<file path="src/rtl/ksk_pkg.sv">
// Shared types and constants of the knapsack solver: field widths, the queued
// item word and the back-end state encoding.
// No dependencies; every other file of the block imports this package.
package ksk_pkg;

  localparam int unsigned CAP_W    = 10;
  localparam int unsigned WEIGHT_W = 10;
  localparam int unsigned VALUE_W  = 16;
  localparam int unsigned BEST_W   = 32;

  localparam logic [CAP_W-1:0] CAPACITY_RESET = 10'd1023;

  localparam int unsigned QUEUE_DEPTH = 2;
  localparam int unsigned QPTR_W      = $clog2(QUEUE_DEPTH);
  localparam int unsigned QCNT_W      = $clog2(QUEUE_DEPTH + 1);

  typedef struct packed {
    logic [WEIGHT_W-1:0] weight;
    logic [VALUE_W-1:0]  value;
    logic                last;
    logic [CAP_W-1:0]    cap;
  } item_t;

  typedef enum logic [2:0] {
    BK_CLEAR,
    BK_IDLE,
    BK_SWEEP,
    BK_DRAIN,
    BK_RESULT
  } back_state_e;

endpackage

</file>
<file path="src/rtl/ksk_front.sv">
// Front end: capacity register, input handshake and item classification.
// Depends on ksk_pkg; feeds ksk_queue.
module ksk_front #(
  parameter int unsigned MAX_CAPACITY = 1023
) (
  input  logic                         clk_i,
  input  logic                         rst_ni,
  input  logic                         cfg_valid_i,
  output logic                         cfg_ready_o,
  input  logic [ksk_pkg::CAP_W-1:0]    cfg_capacity_i,
  input  logic                         in_valid_i,
  output logic                         in_ready_o,
  input  logic [ksk_pkg::WEIGHT_W-1:0] item_weight_i,
  input  logic [ksk_pkg::VALUE_W-1:0]  item_value_i,
  input  logic                         last_item_i,
  input  logic                         init_done_i,
  input  logic                         q_full_i,
  output logic                         push_o,
  output ksk_pkg::item_t               item_o
);
  import ksk_pkg::*;

  logic [CAP_W-1:0] capacity_q;
  logic [CAP_W-1:0] capacity_d;
  logic [CAP_W-1:0] eff_cap;
  logic             heavy;

  always_ff @(posedge clk_i or negedge rst_ni) begin
    if (!rst_ni) begin
      capacity_q <= CAPACITY_RESET;
    end else begin
      capacity_q <= capacity_d;
    end
  end

  always_comb begin
    capacity_d = capacity_q;
    if (cfg_valid_i && cfg_ready_o) begin
      capacity_d = cfg_capacity_i;
    end
  end

  assign cfg_ready_o = 1'b1;

  always_comb begin
    if (int'(capacity_q) > int'(MAX_CAPACITY)) begin
      eff_cap = CAP_W'(MAX_CAPACITY);
    end else begin
      eff_cap = capacity_q;
    end
  end

  // An item that fits nowhere and does not close the problem leaves the table unchanged.
  assign heavy      = item_weight_i > eff_cap;
  assign in_ready_o = init_done_i && !q_full_i;
  assign push_o     = in_valid_i && in_ready_o && (last_item_i || !heavy);

  assign item_o.weight = item_weight_i;
  assign item_o.value  = item_value_i;
  assign item_o.last   = last_item_i;
  assign item_o.cap    = eff_cap;

endmodule

</file>
<file path="config.mk">
export PLATFORM = sky130hd
export DESIGN_NAME = ksk_front
export DESIGN_NICKNAME = d
export VERILOG_FILES = /design/src/rtl/ksk_pkg.sv /design/src/rtl/ksk_front.sv
export SDC_FILE = /design/constraint.sdc
export NUM_CORES = 1
export LEC_CHECK = 0
export ABC_CLOCK_PERIOD_IN_PS = 2700
export BUFFER_PORTS_ARGS = -buffer_cell sky130_fd_sc_hd__buf_2
export CAP_MARGIN = 20
export CORE_MARGIN = 5
export CORE_UTILIZATION = 40
export CTS_BUF_LIST = sky130_fd_sc_hd__clkbuf_8
export DETAILED_ROUTE_END_ITERATION = 7
export GPL_TIMING_DRIVEN = 0
export PLACE_DENSITY = 0.95
export SLEW_MARGIN = 20
export SYNTH_ARGS = -nofsm -noshare
export SYNTH_HDL_FRONTEND = slang
export SYNTH_SLANG_ARGS = --single-unit
</file>
<file path="constraint.sdc">
create_clock -name clk_i -period 2.7 [get_ports clk_i]
set_input_delay 0.27 -clock clk_i [delete_from_list [all_inputs] [get_ports clk_i]]
set_output_delay 0.27 -clock clk_i [all_outputs]
set_load 0.03 [all_outputs]
</file>
=== After elaboration in Yosys (flattened, before gate mapping) ===
Index checks and enable logic that the tools add are counted.

* Register bits: 10
* Bits of input ports: 43
* Output and inout port bits: 40
* Word-level logic and storage cells: 8

* $lt $le $gt $ge: 1
* Reduce and logical (&&, ||, !) cells: 6

{| class="wikitable"
|+ Operators with widths
! operator !! count
|-
| $gt A10 B10 Y1 || 1
|-
| $logic_and A1 B1 Y1 || 3
|-
| $logic_not A1 Y1 || 2
|-
| $logic_or A1 B1 Y1 || 1
|}

=== Longest topological paths before layout ===
* Depth after elaboration: 4
* Mapped depth: 6
* Depth with buffers taken out: 6

=== Worst setup path after synthesis ===
Ideal clock, no wire load.

* Path type: reg-to-output
* From: register capacity_q[7]
* To: output port push_o
* Data arrival time: 2.363 ns
* Data required time: 2.430 ns
* Path slack: 0.067 ns
* Stages on the path, launching flop included: 7
* Buffers on the path: 0
* Path through: dfstp_2 > inv_1 > ha_1 > a211oi_2 > nor2_1 > or3_1 > o32ai_1

* Cells in the longest elaborated chain, start to end: 4

{| class="wikitable"
|+ RTL lines
! what !! line !! text
|-
| from (decl) || ksk_front.sv:23 || <nowiki>logic [CAP_W-1:0] capacity_q;</nowiki>
|-
| from (signal assigned) || ksk_front.sv:32 || <nowiki>capacity_q <= capacity_d;</nowiki>
|-
| $gt A10 B10 Y1 || ksk_front.sv:54 || <nowiki>assign heavy = item_weight_i > eff_cap;</nowiki>
|-
| $logic_not A1 Y1 || ksk_front.sv:56 || <nowiki>assign push_o = in_valid_i && in_ready_o && (last_item_i || !heavy);</nowiki>
|-
| $logic_or A1 B1 Y1 || ksk_front.sv:56 ||
|-
| $logic_and A1 B1 Y1 || ksk_front.sv:56 ||
|-
| to (decl) || ksk_front.sv:18 || <nowiki>output logic push_o,</nowiki>
|}

No other way between the ends.

=== Worst setup path after layout ===
Same ends and word-level chain as after synthesis.

==> out/metrics.cfg <==
[outcome]
status=finished clean

[worst_setup_path]
cp_data_arrival_time_ps=2180
critPathTopFamily=flip-flops
slowest_delay_ps=520
critPathMaxFanout=2
crit_required_ps=2430
crit_type=flop to primary output
cp_cell_sequence=inv_1 -> ha_1 -> a211oi_2 -> nor2_1 -> or3_1 -> o32ai_1 -> buf_2
end_kind=primary output
reg2reg_from=capacity_q[4]
critPathSlowestCell=dfstp_2
crit_buf_inv=2
critPathLaunchType=flop
crit_start=capacity_q[7]

[synthesis]
synthArstFlopShare=1.00
syn_nets=151
yosysWarnings=0
synth_area_um2=842
ys.flop_type=dfstp_2
synth.distinct_cells=21
avgSynthCellArea_um2=8.59
ys_seq_area_frac=0.312
ys_ff_latch=10
synth-edff-count=0
syn_inst=98

[cts]
cts_setup_buffers=0
numCtsBuffers=3
cts_sinks=10
cts_tree=done
cts_max_level=1
clkLatencyLatePin_ps=220
cts_resized=0
clk_pin_slew_ps=40
root_buffer=clkbuf_8
cts_hold_buffers=0
ctsLongestPathBuffers=2

[placement]
dpl.hpwl_um=2240
dpl.cell_count=189
gp_congestion=0.810
portBuffers=64

[detailed_routing]
firstDrtPassIters=2
vias=858
drc=0
wl_um=2420
wire_per_inst_um=12.6
vias_per_cell=4.47
final_antenna_net_count=0
drtIter0Drc=10

[layout]
instances_no_fill=192
drive_gt1_frac=0.642
final_util=0.624
top_register=capacity_q
largest_register_ffs=10
num_antenna_cells=0
final_nets=220
reg_top3=capacity_q (10)
n_fill_cell=173
syn_to_final_growth_pct=47.0

[global_route]
grt_antenna_before_repair=0
grt_use_total=0.152
grt_pass1_wl_um=3810
grt_start_max_net_pins=11
grt-ovfl-total=0
grt_pass1_vias=896

[sta]
slew_viol_final=0
hold_violations=0
max_freq_mhz=407
final.setup.tns_ps=0
setup_viol=0
rsz0062_at_grt=no
min_period_ps=2450
clock_skew_ps=0
timing.final.crit_share=0.909

[power]
power_frac_comb=0.419
p_seq_frac=0.322
power_density_mw_per_mm2=454
ir_drop_v=0.000212
p_total_uw=561
leakagePower_nw=0.710
clkPwrFrac=0.258
p_int_uw=361
p_sw_frac=0.356
power_switching_uw=200

[floorplanning]
core.rowCount=16
die_h_um=55.9
fp.dieArea_mm2=0.00312
fp.dieW_um=55.9
io_pins=83
coreArea_mm2=0.00198
initial_core_util=0.425

[hold_path]
hold_class=primary input to asynchronous set/reset pin

[flow_run]
max_cap_viol_count=0

## power groups by stage
stage | sequential, mW | clock (mW) | combinational [mW]
floorplan | 0.213 | 0 | 0.134
global placement | 0.182 | 0 | 0.228
detailed placement | 0.183 | 0 | 0.238
CTS | 0.181 | 0.149 | 0.238
global route | 0.183 | 0.160 | 0.256
finish | 0.181 | 0.145 | 0.235
## worst reg2reg max path, stage by stage, from the launching register on
cell	delay, ps
dfstp_2	520
inv_1	50
o21ai_1	150
## layout make-up
type / count / area (um2) / area share
plain buffers: 30 / 218 / 0.176
flip-flops and latches: 10 / 263 / 0.212
repair buffers: 64 / 320 / 0.259
clock buffers: 3 / 41.3 / 0.0334
inverters: 11 / 41.3 / 0.0334
well taps: 27 / 33.8 / 0.0273
multi-input cells: 47 / 320 / 0.259
## cell families (layout without fill, tap and decap cells)
family / after synthesis / in the layout / share of synthesized area
AOI/OAI and AO/OA: 17 / 17 / 0.119
adders and majority gates: 10 / 10 / 0.149
buffers and inverters: 41 / 108 / 0.308
DFF: 10 / 10 / 0.312
muxes: 1 / 1 / 0.0134
other: 1 / 1 / 0.00445
and+or+nand+nor: 18 / 18 / 0.0951
## layout by cell type, fill, tap and decap left out, drive strengths merged
| cell type | count |
|---|---|
| mux2 | 1 |
| dfstp | 10 |
| a31oi | 1 |
| nor2 | 2 |
| nand4 | 2 |
| nand2 | 10 |
| or3 | 1 |
| nand3 | 1 |
| a21oi | 3 |
| o21ai | 10 |
| nor3 | 1 |
| o32ai | 1 |
| inv | 11 |
| a211oi | 1 |
| a21o | 1 |
| nor2b | 1 |
| ha | 10 |
| clkbuf | 5 |
| conb | 1 |
| buf | 92 |
## metrics by stage
stage                     hold slack [ps]  worst slack [ps]  cell area, um2
final                                 125               245            1240
after global routing                  153              46.1            1240
after CTS                             133               221            1240
after detailed placement              373               467            1200
after global placement                355               507            1200
after floorplan                       122              67.1             842
## per-layer routing
layer / wire (um) / up-vias / GRT usage / part of all wire
li1: - / 427 / - / -
met1: 740 / 382 / 0.139 / 0.31
met2: 1370 / 47 / 0.301 / 0.57
met3: 291 / 2 / 0.0742 / 0.12
met4: 12 / 0 / 0.0271 / 0.0050
met5: 0 / - / 0 / 0
## cell usage after synthesis, types with 2 or more instances
library cell,instances,area (um2)
buf_4,28,210
o21ai_1,9,45.0
inv_1,11,41.3
nand2_1,10,37.5
clkbuf_1,2,7.51
a21oi_1,3,15.0
ha_1,10,125
dfstp_2,10,263
nor2_1,2,7.51
nand4_1,2,12.5
## worst paths after layout
kind                       slack, ps  depth (start not counted)            end
max                              250                          7         push_o
min                              120                          1  capacity_q[5]
max reg2reg                     1900                          2  capacity_q[4]
min reg2reg                      510                          2  capacity_q[3]
max in group asynchronous       2550                          1  capacity_q[7]
min in group clk_i               250                          3  capacity_q[7]
(Power assumes the default switching activity.)
