==> src/rtl/ksk_pkg.sv <==
// Shared types and constants of the knapsack solver: field widths, the queued
// item word and the back-end state encoding.
// No dependencies; every other file of the block imports this package.
package ksk_pkg;

  localparam int unsigned CAP_W    = 10;
  localparam int unsigned WEIGHT_W = 10;
  localparam int unsigned VALUE_W  = 16;
  localparam int unsigned BEST_W   = 32;

  localparam logic [CAP_W-1:0] CAPACITY_RESET = 10'd1023;

  localparam int unsigned QUEUE_DEPTH = 2;
  localparam int unsigned QPTR_W      = $clog2(QUEUE_DEPTH);
  localparam int unsigned QCNT_W      = $clog2(QUEUE_DEPTH + 1);

  typedef struct packed {
    logic [WEIGHT_W-1:0] weight;
    logic [VALUE_W-1:0]  value;
    logic                last;
    logic [CAP_W-1:0]    cap;
  } item_t;

  typedef enum logic [2:0] {
    BK_CLEAR,
    BK_IDLE,
    BK_SWEEP,
    BK_DRAIN,
    BK_RESULT
  } back_state_e;

endpackage

==> src/rtl/ksk_queue.sv <==
// Short item queue between the front end and the sweep engine.
// Depends on ksk_pkg for the item word and depth.
module ksk_queue (
  input  logic           clk_i,
  input  logic           rst_ni,
  input  logic           push_i,
  input  ksk_pkg::item_t item_i,
  output logic           full_o,
  input  logic           pop_i,
  output logic           valid_o,
  output ksk_pkg::item_t item_o
);
  import ksk_pkg::*;

  item_t             entries_q [QUEUE_DEPTH];
  logic [QPTR_W-1:0] wr_ptr_q, wr_ptr_d;
  logic [QPTR_W-1:0] rd_ptr_q, rd_ptr_d;
  logic [QCNT_W-1:0] count_q, count_d;
  logic              do_push;
  logic              do_pop;

  assign full_o  = count_q == QCNT_W'(QUEUE_DEPTH);
  assign valid_o = count_q != '0;
  assign item_o  = entries_q[rd_ptr_q];
  assign do_push = push_i && !full_o;
  assign do_pop  = pop_i && valid_o;

  always_comb begin
    wr_ptr_d = wr_ptr_q;
    rd_ptr_d = rd_ptr_q;
    count_d  = count_q;
    if (do_push) begin
      wr_ptr_d = (wr_ptr_q == QPTR_W'(QUEUE_DEPTH - 1)) ? '0 : wr_ptr_q + 1'b1;
    end
    if (do_pop) begin
      rd_ptr_d = (rd_ptr_q == QPTR_W'(QUEUE_DEPTH - 1)) ? '0 : rd_ptr_q + 1'b1;
    end
    if (do_push && !do_pop) begin
      count_d = count_q + 1'b1;
    end else if (do_pop && !do_push) begin
      count_d = count_q - 1'b1;
    end
  end

  always_ff @(posedge clk_i or negedge rst_ni) begin
    if (!rst_ni) begin
      wr_ptr_q <= '0;
      rd_ptr_q <= '0;
      count_q  <= '0;
    end else begin
      wr_ptr_q <= wr_ptr_d;
      rd_ptr_q <= rd_ptr_d;
      count_q  <= count_d;
    end
  end

  always_ff @(posedge clk_i) begin
    if (do_push) begin
      entries_q[wr_ptr_q] <= item_i;
    end
  end

endmodule

==> config.mk <==
export PLATFORM = sky130hd
export DESIGN_NAME = ksk_queue
export DESIGN_NICKNAME = d
export VERILOG_FILES = /design/src/rtl/ksk_pkg.sv /design/src/rtl/ksk_queue.sv
export SDC_FILE = /design/constraint.sdc
export NUM_CORES = 1
export LEC_CHECK = 0
export ABC_AREA = 1
export BUFFER_PORTS_ARGS = -buffer_cell sky130_fd_sc_hd__buf_4
export CAP_MARGIN = 20
export CORE_UTILIZATION = 55
export DETAILED_ROUTE_END_ITERATION = 6
export PLACE_DENSITY = 0.8
export SLEW_MARGIN = 20
export SYNTH_ARGS = -nofsm -noshare
export SYNTH_HDL_FRONTEND = slang
export SYNTH_SLANG_ARGS = --single-unit
==> constraint.sdc <==
create_clock -name clk_i -period 6.75 [get_ports clk_i]
set_input_delay 0.675 -clock clk_i [delete_from_list [all_inputs] [get_ports clk_i]]
set_output_delay 0.675 -clock clk_i [all_outputs]
set_load 0.005 [all_outputs]
# After elaboration in Yosys (flattened, before gate mapping)
# Memory sizes are Yosys's and may differ from the RTL's.
# Cells that the tools add are included.
[totals]
regBits = 4
ram_bits = 74
inputBits = 41
output_inout_bits = 39
wordCells = 24
n_memories = 1
[op_classes]
n_addsub = 4
n_eq_ne = 1
n_mux = 6
n_reduce_logical = 9
[mem_list]
columns = ["memory", "words", "word_bits", "rd", "rd_clocked_by_memory_dff", "wr", "line", "source"]
rows = [
  ["entries_q", 2, 37, 1, 0, 1, "ksk_queue.sv:15", "item_t entries_q [QUEUE_DEPTH];"],
]
[ops]
columns = ["op", "count"]
rows = [
  ["1-bit logical AND", 4],
  ["1-bit 2-to-1 mux", 4],
  ["2-bit 2-to-1 mux", 2],
  ["2-bit nonzero test", 2],
  ["1-bit zero test", 3],
  ["1-bit adder, second input constant", 2],
  ["2-bit by 1-bit adder with 2-bit output, second input constant", 1],
  ["2-bit equality test, second input constant", 1],
  ["2-bit by 1-bit subtractor with 2-bit output, second input constant", 1],
]

# Longest topological paths before layout
# Gate-level depths: netlist (run 1).
[logic_depth]
word_depth = 7
depth_mapped = 9
mapped_depth_nobuf = 9

# Worst setup path after synthesis (run 1)
# No wires, ideal clock.
[synth_timing]
kind = "input -> register"
start = "input push_i"
end = "memory entries_q[1][0] (netlist name) (enable)"
setup_ns = 0.431
arrival_ns = 2.340
required_time_ns = 6.319
setup_slack_ns = 3.978
path_stages = 2
path_buffers = 0
path_cell_list = "o21ai_0 -> nor2_1"
[synth_between]
elab_chain_cells = 3
[synth_lines]
columns = ["item", "line", "source"]
rows = [
  ["from (decl)", "ksk_queue.sv:6", "input logic push_i,"],
  ["1-bit logical AND", "ksk_queue.sv:25", "assign do_push = push_i && !full_o;"],
  ["1-bit 2-to-1 mux", "ksk_queue.sv:58", "if (do_push) begin"],
  ["1-bit 2-to-1 mux (not written as such)", "ksk_queue.sv:59", "entries_q[wr_ptr_q] <= item_i;"],
  ["to (decl)", "ksk_queue.sv:15", ""],
]
# No other way between the ends.

==> impl_results.rst, run 1 <==
.. list-table::
   :header-rows: 1

   * - Metric
     - Value
   * - Area added between synthesis and finish
     - 29.3%
   * - CTS HTree Levels
     - 3
   * - Post-cts repair resize count
     - 0
   * - Setup TNS Final
     - 0 ps
   * - Syn. warnings
     - 0
   * - Share of post-route cells with drive strength above 1
     - 0.304
   * - DRC viols
     - 0
   * - Hold-fix buffers, CTS
     - 0
   * - Buffers inserted during post-CTS setup optimization
     - 0
   * - Pre-CTS setup slack
     - 4560 ps
   * - Via density per instance
     - 4.81
   * - First-pass GRT wire length
     - 7640 um
   * - Clock sink count
     - 78
   * - Max-cap violations
     - 0
   * - Worst-path fanout max
     - 39
   * - Die W
     - 75.0 um
   * - Worst path cell trace
     - buf_4, inv_2, nand2_1, nand2_1, buf_4
   * - Cell Pwr Density
     - approximately 420 nW/um^2
   * - Synth Register Bits
     - 78
   * - Reg-to-Reg End
     - entries_q[1][30]$_DFFE_PP_
   * - Outcome
     - finished clean
   * - Slowest cell on the critical path
     - sky130_fd_sc_hd__inv_2
   * - Initial antenna violation count
     - 0
   * - Worst slew pin tran
     - 1030 ps
   * - Initial DRC Count
     - 72
   * - Core Area
     - 5110 um^2
   * - Average wire length per cell after detail routing
     - approximately 13 um
   * - Leading area contributor after synthesis
     - sky130_fd_sc_hd__edfxtp_1
   * - Routed via count
     - about 1800
   * - Critical Path Source Type
     - flop
   * - Type of the worst setup path
     - reg -> out
   * - Total wire length
     - 5080 um
   * - Initial Utilization
     - 0.574
   * - Nets
     - 351
   * - Reg2Reg Launch Point
     - count_q[1]$_DFFE_PN0P_
   * - Area fraction of the dominant cell type after synthesis
     - 0.757
   * - Count of endpoints failing hold in the final timing report
     - 0
   * - Die height
     - about 75 um
   * - Gate count of the mapped netlist
     - 225
   * - Insertion delay to the later sink of the worst-skew pair
     - 330 ps
   * - Total standard cell area after synthesis
     - 2930 um^2
   * - GRT Util Overall
     - 0.194
   * - Arrival time of the worst setup path
     - 1840 ps
   * - Crit path time final
     - 2520 ps
   * - FF/Latch Area
     - 2320 um^2
   * - Post-Route Skew
     - ~5.7 ps
   * - RSZ-0062 raised after global routing
     - no
   * - Setup-violating endpoint count in the final report
     - 0
   * - CTS buffer count
     - 9
   * - Delay of the slowest critical-path stage
     - roughly 530 ps
   * - Clock Path Buffers
     - 2
   * - Peak supply drop
     - ~0.00027 V
   * - TritonRoute pass-1 iters
     - 5
   * - Capturing element type of the critical path
     - output pin
   * - Part of the cycle the worst path needs
     - 0.373
   * - Clock transition at the registers of the reported paths
     - about 70 ps
   * - Weighted congestion at the end of routability-driven global placement
     - 0.793
   * - Number of placement rows
     - 26
   * - Number of diodes
     - 0
   * - Count of final max-slew check failures
     - 0
   * - Final setup slack of the worst path
     - roughly 4200 ps
   * - Area of the multi-input gates
     - 519 um^2
   * - Slew headroom
     - 0.310
   * - Post-Synthesis Net Count
     - approximately 270
   * - CTS tree
     - done
   * - Clock root cell
     - sky130_fd_sc_hd__clkbuf_8
   * - Pin count of the biggest net entering global routing
     - 40
   * - Internal reg-to-reg setup slack
     - between 4000 and 5000 ps
   * - Placed wire-length estimate
     - a little over 3000 um
   * - Crit path max-delay family
     - buffers and inverters
   * - Buffers on Ports
     - 79
   * - Grt total ovfl
     - 0
   * - Number of top-level pins
     - 80
   * - Highest clock rate
     - between 0.3 and 0.4 GHz
   * - Post-route ant nets
     - 0
   * - Number of buffer and inverter instances along the worst setup path
     - 3
   * - Origin of the worst setup path
     - rd_ptr_q$_DFFE_PN0P_
   * - Number of global-route vias before repair
     - 1769
   * - Top cells by area in the synthesized netlist
     - sky130_fd_sc_hd__edfxtp_1 (76%), sky130_fd_sc_hd__nand2_1 (16%), sky130_fd_sc_hd__dfrtp_1 (3.4%)
   * - Final standard cell utilization of the core
     - 0.743
   * - Average cell area after synthesis
     - 13.0 um^2
   * - Leakage power of the design
     - 0.00166 uW
   * - Data required time at the worst endpoint
     - 6070 ps
   * - Worst-case reg-to-reg path depth
     - 3
   * - Die ar.
     - roughly 5600 um^2
   * - Filler instances
     - 335
   * - Kind of path behind the tightest hold check
     - in -> async
   * - Sequential cell area fraction in the yosys report
     - 0.791
   * - Post-synthesis cell type count
     - 14
## metal layers
metal,routed length (um),vias to the layer above,GRT usage
li1,-,912,-
met1,2080,860,0.222
met2,2590,59,0.331
met3,289,10,0.0495
met4,118,0,0.117
met5,0,-,0
## power breakdown
part / switching [uW] / leakage (uW) / total, uW / internal (uW)
Sequential: 28.4 / 0.000736 / 690 / 662
Combinational: 294 / 0.000812 / 522 / 228
Clock: 152 / 0.000112 / 392 / 240
Total: 475 / 0.00166 / 1600 / 1130
## sequential cells by signal, summed over array words and instances, names as in the netlist
signal	count
count_q	2
entries_q	74
rd_ptr_q	1
wr_ptr_q	1
## how the worst max path moves through the flow
stage | to | slack (ps) | depth (start not counted)
after global placement | entries_q[1][18]$_DFFE_PP_ | 4610 | 3
after detailed placement | entries_q[1][2]$_DFFE_PP_ | 4560 | 3
after floorplan | entries_q[1][0]$_DFFE_PP_ | 3980 | 2
after global routing | item_o[2] | 4050 | 5
after CTS | item_o[22] | 4190 | 5
final | item_o[22] | 4230 | 5
## layout by cell type, fill, tap and decap left out
master,count
sky130_fd_sc_hd__nand2_1,122
sky130_fd_sc_hd__buf_4,81
sky130_fd_sc_hd__edfxtp_1,74
sky130_fd_sc_hd__clkbuf_8,9
sky130_fd_sc_hd__inv_1,7
sky130_fd_sc_hd__dfrtp_1,4
sky130_fd_sc_hd__bufinv_16,3
sky130_fd_sc_hd__clkinv_1,3
sky130_fd_sc_hd__nor2_1,2
sky130_fd_sc_hd__nand3_1,2
sky130_fd_sc_hd__inv_2,1
sky130_fd_sc_hd__o21ai_0,1
sky130_fd_sc_hd__nor2_4,1
sky130_fd_sc_hd__xnor2_1,1
sky130_fd_sc_hd__nand4_1,1
sky130_fd_sc_hd__ha_1,1
## logic make-up (layout without fill, tap and decap cells)
family | Yosys count | count (layout) | share of synthesized area
adder cells (fa/ha/maj) | 1 | 1 | 0.00426
buffers and inverters | 16 | 104 | 0.0341
AND/OR/NAND/NOR | 128 | 128 | 0.165
flip-flops | 78 | 78 | 0.791
XOR/XNOR | 1 | 1 | 0.00299
AO/OA/AOI/OAI | 1 | 1 | 0.00170
## through the flow
stage	total power (uW)	cells	hold slack (ps)	instance area [um^2]
6_report	1600	383	129	3790
2_1_floorplan	984	225	379	2930
5_1_grt	1710	383	114	3790
3_5_place_dp	1230	368	471	3570
3_3_place_gp	1210	368	457	3570
4_1_cts	1620	383	121	3790
## synth_stat cells (all sizes together)
| library cell | n |
|---|---|
| buf | 8 |
| dfrtp | 4 |
| edfxtp | 74 |
| ha | 1 |
| inv | 8 |
| nand2 | 122 |
| nand3 | 2 |
| nand4 | 1 |
| nor2 | 3 |
| o21ai | 1 |
| xnor2 | 1 |
## final cells by class
cell class / count / share of cell area
timing repair buffer: 81 / 0.160
clock buffer: 9 / 0.0327
inverter: 8 / 0.00792
tap: 70 / 0.0231
multi-input combinational: 131 / 0.137
clock inverter: 6 / 0.0267
sequential: 78 / 0.612
## worst reg2reg max path: stages, from the launching register on
cell	delay [ps]
sky130_fd_sc_hd__dfrtp_1	380
sky130_fd_sc_hd__inv_1	110
sky130_fd_sc_hd__o21ai_0	170
sky130_fd_sc_hd__nor2_4	830
No activity file was read; power rests on OpenSTA's default activity.
==> inputs of run 2 (changes only) <==
- CORE_UTILIZATION: 55 -> 46
- PLACE_DENSITY: 0.8 -> 0.71
- clock period: 6.75 -> 2.05 ns (I/O delays scaled with it)
==> impl_results.rst, run 2 (synthesis gave the netlist of run 1 again) <==
.. list-table::
   :header-rows: 1

   * - Metric
     - Value
   * - Number of placement rows
     - 28 (+7.7%)
   * - Finished layout cell area
     - 3820 um^2 (+0.76%)
   * - Worst-path fanout max
     - 38 (-2.6%)
   * - Clock Path Buffers
     - 2 (unchanged)
   * - Cell Pwr Density
     - 1370 nW/um^2 (+220%)
   * - RSZ-0062 raised after global routing
     - no
   * - Outcome
     - finished clean
   * - Area of the multi-input gates
     - 519 um^2 (unchanged)
   * - Number of global-route vias before repair
     - 1657 (-6.3%)
   * - Capturing element type of the critical path
     - output pin
   * - Part of the cycle the worst path needs
     - 0.846
   * - Max-cap violations
     - 0 (unchanged)
   * - DRC viols
     - 0 (unchanged)
   * - Slowest cell on the critical path
     - sky130_fd_sc_hd__inv_2
   * - Leakage power of the design
     - 0.00168 uW (+1.1%)
   * - Reg-to-Reg End
     - entries_q[0][31]$_DFFE_PP_
   * - Die ar.
     - 6700 um^2 (+19%)
   * - Internal reg-to-reg setup slack
     - 510 ps (-4360 ps)
   * - Number of stages on the worst hold path
     - 1
   * - CTS buffer count
     - 9 (unchanged)
   * - Crit path max-delay family
     - buffers and inverters
   * - Reg2Reg Launch Point
     - count_q[1]$_DFFE_PN0P_
   * - Post-cts repair resize count
     - 0 (unchanged)
   * - CTS tree
     - done
   * - Placed wire-length estimate
     - 3340 um (+7.2%)
   * - Weighted congestion at the end of routability-driven global placement
     - 0.793 (unchanged)
   * - Routed via count
     - 1802 (-2.1%)
   * - Flip-flop count of the largest register, all copies and words added
     - 74 (unchanged)
   * - Type of the worst setup path
     - reg -> out
   * - Average wire length per cell after detail routing
     - 13.0 um (-1.7%)
   * - Count of final max-slew check failures
     - 0 (unchanged)
   * - Pin count of the biggest net entering global routing
     - 39 (-2.5%)
   * - Post-route ant nets
     - 0 (unchanged)
   * - First-pass GRT wire length
     - 7730 um (+1.3%)
   * - Worst path cell trace
     - inv_2, nand2_1, nand2_1, buf_4
   * - Most frequent standard cell in the layout excluding fill and tap cells
     - sky130_fd_sc_hd__nand2_1
   * - Clock sink count
     - 78 (unchanged)
   * - Clock transition at the registers of the reported paths
     - 70 ps (about the same)
   * - Critical Path Source Type
     - flop
   * - Initial DRC Count
     - 102 (+42%)
   * - Total wire length
     - 5120 um (+0.89%)
   * - Worst-case reg-to-reg path depth
     - 6 (+3)
   * - Kind of path behind the tightest hold check
     - in -> reg
   * - Buffers on Ports
     - 79 (unchanged)
   * - DP Area
     - 3600 um^2 (+0.81%)
   * - Share of post-route cells with drive strength above 1
     - 0.314 (+0.0110)
   * - GRT Util Overall
     - 0.165 (-0.0292)
   * - Setup TNS Final
     - 0 ps (unchanged)
   * - Delay of the slowest critical-path stage
     - 470 ps (-60 ps)
   * - Worst hold endpoint
     - entries_q[1][22]$_DFFE_PP_
   * - Slew headroom
     - 0.578 (+0.269)
   * - Insertion delay to the later sink of the worst-skew pair
     - 330 ps (about the same)
   * - Post-Route Skew
     - 6.87 ps (+1.12 ps)
   * - FF/Latch Area
     - 2320 um^2 (unchanged)
   * - Number of diodes
     - 0 (unchanged)
   * - Most frequent cells in the layout
     - sky130_fd_sc_hd__nand2_1 (122), sky130_fd_sc_hd__buf_4 (84), sky130_fd_sc_hd__edfxtp_1 (74), sky130_fd_sc_hd__clkbuf_8 (10), sky130_fd_sc_hd__inv_1 (7)
   * - Filler instances
     - 441 (+32%)
   * - Clock root cell
     - sky130_fd_sc_hd__clkbuf_8
   * - Regs by FF count
     - entries_q: 74 flops, count_q: 2 flops
   * - Number of top-level pins
     - 80 (unchanged)
   * - Register with the most flip-flops
     - entries_q
   * - Data required time at the worst endpoint
     - 1850 ps (-4220 ps)
   * - Count of endpoints failing hold in the final timing report
     - 0 (unchanged)
   * - Via density per instance
     - 4.59 (-4.6%)
   * - Grt total ovfl
     - 0 (unchanged)
   * - Arrival time of the worst setup path
     - 1530 ps (-310 ps)
   * - Die W
     - 81.9 um (+9.1%)
   * - Crit path time final
     - between 1500 and 2000 ps
   * - TritonRoute pass-1 iters
     - 4 (-1)
   * - Peak supply drop
     - 0.000834 V (+210%)
   * - Nets
     - 355 (+1.1%)
   * - Initial antenna violation count
     - 0 (unchanged)
   * - CTS HTree Levels
     - 3 (unchanged)
   * - Core Area
     - 6030 um^2 (+18%)
   * - Initial Utilization
     - 0.487 (-0.0876)
   * - Highest clock rate
     - 0.576 GHz
   * - Setup-violating endpoint count in the final report
     - 0 (unchanged)
   * - Worst slew pin tran
     - 631 ps (-402 ps)
   * - Most numerous cell on the critical path
     - sky130_fd_sc_hd__nand2_1
   * - Buffers inserted during post-CTS setup optimization
     - 0 (unchanged)
   * - Die height
     - 81.9 um (+9.1%)
   * - Number of buffer and inverter instances along the worst setup path
     - 2 (-1)
   * - Critical hold path startpoint
     - item_i[22]
   * - Area added between synthesis and finish
     - 30.2%
==> run 2: layer usage <==
| metal | part of all wire | vias to the layer above | routed length, um | track usage |
|---|---|---|---|---|
| li1 | - | 923 | - | - |
| met1 | 0.42 | 811 | 2150 | 0.208 |
| met2 | 0.50 | 60 | 2540 | 0.257 |
| met3 | 0.069 | 8 | 351 | 0.0411 |
| met4 | 0.014 | 0 | 74 | 0.102 |
| met5 | 0 | - | 0 | 0 |
==> run 2: worst register-to-register path: stages, from the launching register on <==
cell                      delay (ps)
sky130_fd_sc_hd__dfrtp_1         380
sky130_fd_sc_hd__inv_1           100
sky130_fd_sc_hd__nor2_1           70
sky130_fd_sc_hd__nor2_1          140
sky130_fd_sc_hd__nand2_1          90
sky130_fd_sc_hd__inv_1            80
sky130_fd_sc_hd__buf_4           340
==> run 2: where the power goes <==
group / leakage, uW / switching [uW] / internal, uW
Combinational: 0.000832 / 967 / 777
Clock: 0.000110 / 495 / 716
Sequential: 0.000736 / 92.7 / 2170
==> run 2: worst max-delay path by stage <==
stage / to / slack [ps] / startpoint / cells past startpoint
2_1_floorplan: entries_q[1][0]$_DFFE_PP_ / 100 / count_q[1]$_DFFE_PN0P_ / 3
3_3_place_gp: entries_q[0][18]$_DFFE_PP_ / 600 / count_q[1]$_DFFE_PN0P_ / 6
3_5_place_dp: entries_q[0][2]$_DFFE_PP_ / 520 / count_q[1]$_DFFE_PN0P_ / 6
4_1_cts: item_o[17] / 280 / rd_ptr_q$_DFFE_PN0P_ / 4
5_1_grt: item_o[17] / 140 / rd_ptr_q$_DFFE_PN0P_ / 4
6_report: item_o[17] / 320 / rd_ptr_q$_DFFE_PN0P_ / 4
==> run 2: layout make-up <==
| class | count | area share |
|---|---|---|
| inverter | 8 | 0.00786 |
| clock inverter | 4 | 0.0183 |
| sequential | 78 | 0.608 |
| timing repair buffer | 85 | 0.168 |
| multi-input combinational | 131 | 0.136 |
| tap | 75 | 0.0246 |
| clock buffer | 12 | 0.0380 |
==> run 2: timing repair <==
action	in CTS	in global routing
endpoints found under the setup margin	0	0
hold endpoints to repair	4	0
hold buffers	1	0
==> run 2: metrics by stage <==
stage / util / setup WS, ps / total power (uW) / cells / hold slack (ps)
after floorplan: - / 99.0 / 3240 / 225 / -90.6
final: 0.634 / 315 / 5220 / 393 / 50.0
after global routing: 0.634 / 145 / 5580 / 393 / 19.9
after global placement: 0.597 / 600 / 4040 / 376 / 5.54
after CTS: 0.634 / 283 / 5290 / 393 / 30.9
after detailed placement: 0.597 / 518 / 4070 / 376 / 6.01
